==> config.mk <==
export PLATFORM = sky130hd
export DESIGN_NAME = m4mr_merge
export DESIGN_NICKNAME = d
export VERILOG_FILES = /design/src/design/m4mr_pkg.sv /design/src/design/m4mr_merge.sv
export SDC_FILE = /design/constraint.sdc
export NUM_CORES = 1
export LEC_CHECK = 0
export ABC_AREA = 1
export BUFFER_PORTS_ARGS = -buffer_cell sky130_fd_sc_hd__buf_2
export CAP_MARGIN = 30
export CORE_MARGIN = 2
export CORE_UTILIZATION = 25
export DETAILED_ROUTE_END_ITERATION = 12
export GPL_TIMING_DRIVEN = 1
export PLACE_DENSITY = 0.54
export SETUP_SLACK_MARGIN = 0.05
export SLEW_MARGIN = 15
export SYNTH_ARGS = -nofsm -noshare
export SYNTH_HDL_FRONTEND = slang
export SYNTH_SLANG_ARGS = --single-unit
export TNS_END_PERCENT = 30
==> constraint.sdc <==
create_clock -name i_clk -period 19.9 [get_ports i_clk]
set_input_delay 3.98 -clock i_clk [delete_from_list [all_inputs] [get_ports i_clk]]
set_output_delay 3.98 -clock i_clk [all_outputs]
set_load 0.02 [all_outputs]
==> src/design/m4mr_pkg.sv <==
// Package for the 4x4 row-by-row matrix multiplier.
// Holds the shared widths, request codes and lane control struct.
// No dependencies.
`timescale 1ns / 1ps

package m4mr_pkg;

    localparam int DIM       = 4;
    localparam int ELEM_W    = 32;
    localparam int ROW_W     = 2;
    localparam int FRAC_BITS = 16;

    // full product, shifted product and sum of DIM shifted products
    localparam int PROD_W = 2 * ELEM_W;
    localparam int SH_W   = PROD_W - FRAC_BITS;
    localparam int SUM_W  = SH_W + $clog2(DIM);

    localparam int DATA_BITS = ROW_W + DIM * ELEM_W;
    localparam int DATA_W    = ((DATA_BITS + 7) / 8) * 8;

    typedef enum logic {
        REQ_LOAD = 1'b0,
        REQ_MUL  = 1'b1
    } t_req;

    typedef struct packed {
        logic en_mul;
        logic en_sum;
    } t_lane_ctrl;

endpackage

==> src/design/m4mr_merge.sv <==
// Merge stage: combines the lane results into one result word and holds it
// in the output register until taken. Depends on m4mr_pkg.
`timescale 1ns / 1ps

module m4mr_merge (
    input  logic                                    i_clk,
    input  logic                                    i_rst_n,
    input  logic                                    i_valid,
    output logic                                    o_ready,
    input  logic [m4mr_pkg::ROW_W-1:0]              i_row,
    input  logic signed [m4mr_pkg::ELEM_W-1:0]      i_res [m4mr_pkg::DIM],
    input  logic [m4mr_pkg::DIM-1:0]                i_sat,
    output logic                                    o_tvalid,
    input  logic                                    i_tready,
    output logic [m4mr_pkg::DATA_W-1:0]             o_tdata,
    output logic [0:0]                              o_tuser
);

    logic                          r_valid;
    logic [m4mr_pkg::DATA_W-1:0]   r_data;
    logic [m4mr_pkg::DATA_W-1:0]   n_data;
    logic                          r_flag;

    assign o_ready = !r_valid || i_tready;

    always_comb begin
        n_data = '0;
        n_data[m4mr_pkg::ROW_W-1:0] = i_row;
        for (int c = 0; c < m4mr_pkg::DIM; c++) begin
            n_data[m4mr_pkg::ROW_W + c*m4mr_pkg::ELEM_W +: m4mr_pkg::ELEM_W] = i_res[c];
        end
    end

    always_ff @(posedge i_clk) begin
        if (!i_rst_n) begin
            r_valid <= 1'b0;
        end else if (o_ready) begin
            r_valid <= i_valid;
        end
    end

    always_ff @(posedge i_clk) begin
        if (o_ready && i_valid) begin
            r_data <= n_data;
            r_flag <= |i_sat;
        end
    end

    assign o_tvalid   = r_valid;
    assign o_tdata    = r_data;
    assign o_tuser[0] = r_flag;

endmodule

== Yosys cells after proc, flatten, opt, wreduce, memory -nomap -nowiden ==
Index checks and enable logic that the tools add are counted.

* Register bits: 132
* Output and inout port bits: 139

* Reduce and logical (&&, ||, !) cells: 4

{| class="wikitable"
|+ Operator list
! kind !! number
|-
| $reduce_or 4->1 || 1
|-
| $logic_and 1x1->1 || 1
|-
| $logic_not 1->1 || 1
|-
| $logic_or 1x1->1 || 1
|}

== Longest topological paths before layout ==
* Depth in word-level cells: 3
* Depth in mapped cells: 3

== Worst setup path before layout ==
No wires, ideal clock.

* Kind: input port to flip-flop
* From: in i_valid
* To: reg r_data, in the netlist o_tdata[0], enable pin
* Arrival time: 10.347 ns
* Setup time: 0.665 ns
* Stages: 2
* Slack: 8.888 ns
* Cell sequence: inv_1 > a21oi_1

* Cells in the longest elaborated chain, start to end: 1

{| class="wikitable"
|+ Ends and longest elaborated chain
! item !! RTL line !! RTL
|-
| start, declared || m4mr_merge.sv:8 || <nowiki>input logic i_valid,</nowiki>
|-
| $logic_and 1x1->1 || m4mr_merge.sv:43 || <nowiki>if (o_ready && i_valid) begin</nowiki>
|-
| end signal, assigned || m4mr_merge.sv:44 || <nowiki>r_data <= n_data;</nowiki>
|-
| end, declared || m4mr_merge.sv:20 || <nowiki>logic [m4mr_pkg::DATA_W-1:0] r_data;</nowiki>
|}

Every way passes these cells.
A chain may end at the register's enable or synchronous reset.

== Worst setup path after layout ==
* From: in i_tready
* To: out o_ready

* Cells in the longest elaborated chain, start to end: 1

{| class="wikitable"
|+ Ends and longest elaborated chain
! item !! RTL line !! RTL
|-
| start, declared || m4mr_merge.sv:14 || <nowiki>input logic i_tready,</nowiki>
|-
| $logic_or 1x1->1 || m4mr_merge.sv:24 || <nowiki>assign o_ready = !r_valid || i_tready;</nowiki>
|-
| end, declared || m4mr_merge.sv:9 || <nowiki>output logic o_ready,</nowiki>
|}

Every way passes these cells.

==> results by group <==
Outcome
  – Status: complete, no violations

Finish
  – N_diodes: 0
  – Fin area: 6210 um2
  – Finished Layout Cells: 667
  – Nets: 576
  – Layout cell share with drive strength beyond 1: 0.665
  – Layout area overhead: 53.6%

Routing
  – Routed wire length: 9.58 mm
  – Post-route DRC: 0
  – Vias: 2543
  – Post-DR wirelength/cell: 14.4 um
  – Antenna-violating nets left: 0
  – Vias per cell: 3.81
  – Starting DRT DRC Count: 179
  – 1st-pass router iterations: 4

GRT
  – Largest net degree at the start of global routing: 70
  – GRT overflow: 0
  – Antenna violations before repair: 0
  – First-pass GRT wire length: 14.4 mm
  – Gr usage total: 0.112
  – Vias in the first global route: 2628

Logic synthesis
  – Post-synth EDFFs: 131
  – Largest family of logic cells by synthesized area: buffers and inverters
  – Synth Area in Adders: 0
  – Synth Area in XOR/XNOR: 0
  – Flops & latches, synth: 132
  – Most frequent cell after synthesis: edfxtp_1
  – Multiplexer area fraction after synthesis: 0
  – Synth unique cells: 11
  – Complex-gate fraction of the synthesized area: 0.00340
  – Ys Warns: 0
  – Mapped Area: 4050 um2
  – Synth cell count leaders: edfxtp_1 (131), buf_4 (6), inv_1 (2), nor2_1 (2)
  – Mapped Cells: 148
  – Mapped Avg Cell Area: 27.3 um2
  – Post-Synth Simple-Gate Area: 0.00433
  – Largest cells by area after synthesis: edfxtp_1 (97%), buf_4 (1.1%), dfxtp_1 (0.49%)
  – Post-synthesis sequential area ratio: 0.977
  – Predominant post-synthesis flop cell: edfxtp_1
  – Post-synth top area cell: edfxtp_1
  – Synth async-reset ratio: 0
  – Synth top area share: 0.972

Clock tree
  – Post_cts resized: 0
  – CTS H-tree depth: 4
  – Clock slew seen by the registers of the worst setup and hold paths: 0.05 ns
  – CTS sink cnt: 132
  – Clock Latency Late Sink: 0.40 ns
  – CTS Root Cell: clkbuf_16
  – CTS buffer count: 17
  – Hold-fix buffers at CTS: 0
  – CTS tree: built
  – Clock Tree Buf Depth: 2
  – Post-CTS setup buffer count: 0

Worst setup path
  – Worst setup SP type: primary input
  – Critical path fanouts, max: 2
  – CP required: 15.92 ns
  – Worst Setup End Kind: output port
  – Critical path type: in -> out
  – Worst EP arrival: 4.38 ns

STA
  – Final min period: 8.36 ns
  – Least-Margin Pin Slew: 0.863 ns
  – Slew headroom: 0.425
  – Fmax: 0.120 GHz
  – Hold slack: 0.535 ns
  – Final period util: 0.420
  – RSZ-0062 raised after global routing: no
  – Final setup fails: 0
  – Final Hold Viols: 0
  – Final Skew: 0.00413 ns
  – Final Max Slew Viols: 0
  – Setup TNS Final: 0 ns

Die
  – IO Pins: 277
  – Core ar.: 15800 um2
  – Site Rows: 46
  – Die Wd: 131 um
  – Full die area: 17200 um2
  – Effective utilization at floorplan: 0.256
  – Die Y-Extent: 131 um

Pwr
  – Peak supply drop: 49.5 uV
  – P_int: 0.000526 W
  – Power Total: 0.000674 W
  – Register share of total power: 0.489
  – Switching Fraction: 0.220
  – Leak pwr: 2.65 nW
  – Combinational share of power: 0.085
  – Clock share of power: 0.426
  – NetSw: 0.000148 W
  – Power density cells: 108 nW/um2

Placement
  – Cell count after placement: 635
  – RD Place Congestion: 0.745
  – Placed cell area: 5670 um2
  – DPL Wire Length: 7.28 mm
  – Port Buffers: 270

Run
  – Max cap viols: 0

Hold path
  – Hold Crit Class: reg -> reg
-- power by group through the flow --
stage          clock [W]  combinational, W  sequential [W]
2_1_floorplan          0        0.00000728        0.000360
3_3_place_gp           0         0.0000580        0.000335
3_5_place_dp           0         0.0000586        0.000335
4_1_cts         0.000296         0.0000585        0.000330
5_1_grt         0.000308         0.0000617        0.000331
6_report        0.000287         0.0000576        0.000330
-- sequential cells by signal, summed over array words and instances (netlist names) --
register / count
o_tdata: 130
o_tuser: 1
o_tvalid: 1
-- routing by layer --
metal	vias up	track usage	wire, um
li1	1160	-	-
met1	1198	0.119	3460
met2	172	0.182	4790
met3	13	0.0629	1180
met4	0	0.0495	147
met5	-	0	0
-- critical path, stage by stage --
cell and delay (ns):
buf_2 0.10, inv_2 0.07, nand2_2 0.06, buf_2 0.16
-- worst paths after layout --
kind	from	to	slack, ns	cells past startpoint
worst min-delay path	o_tvalid$_SDFFE_PN0P_	o_tvalid$_SDFFE_PN0P_	0.53	2
worst max register to register	o_tvalid$_SDFFE_PN0P_	o_tdata[91]$_DFFE_PP_	17.51	3
worst min register to register	o_tvalid$_SDFFE_PN0P_	o_tvalid$_SDFFE_PN0P_	0.53	2
worst max-delay path	i_tready	o_ready	11.54	4
-- through the flow --
step,utilization,worst slack (ns)
after CTS,0.393,11.54
after detailed placement,0.358,11.54
after global routing,0.393,11.52
final,0.393,11.54
after global placement,0.358,11.54
after floorplan,-,8.89
-- cells by family (layout without fill, tap and decap cells) --
logic type	after synthesis	after routing
AOI/OAI and AO/OA	2	2
buffers and inverters	9	307
other	1	6
DFF	132	132
and+or+nand+nor	4	4
-- layout by cell type (no fill, tap or decap) --
cell,instances
buf_2,270
edfxtp_1,131
clkbuf_16,17
clkinv_1,7
conb_1,6
clkinvlp_4,3
nor2_1,2
inv_1,2
clkinv_2,2
bufinv_16,2
buf_4,2
inv_2,1
nand2_2,1
nand2_1,1
a21oi_2,1
a21oi_4,1
clkbuf_1,1
dfxtp_1,1
-- final cells by class --
| class | count | area [um2] |
|---|---|---|
| inverters | 3 | 11.3 |
| clock inverters | 14 | 119 |
| multi-input cells | 12 | 65.1 |
| repair buffers | 272 | 1370 |
| fillers | 1498 | 9610 |
| flip-flops and latches | 132 | 3950 |
| clock buffers | 18 | 429 |
| well taps | 216 | 270 |
Note: power is estimated with default switching activity, not from simulation.
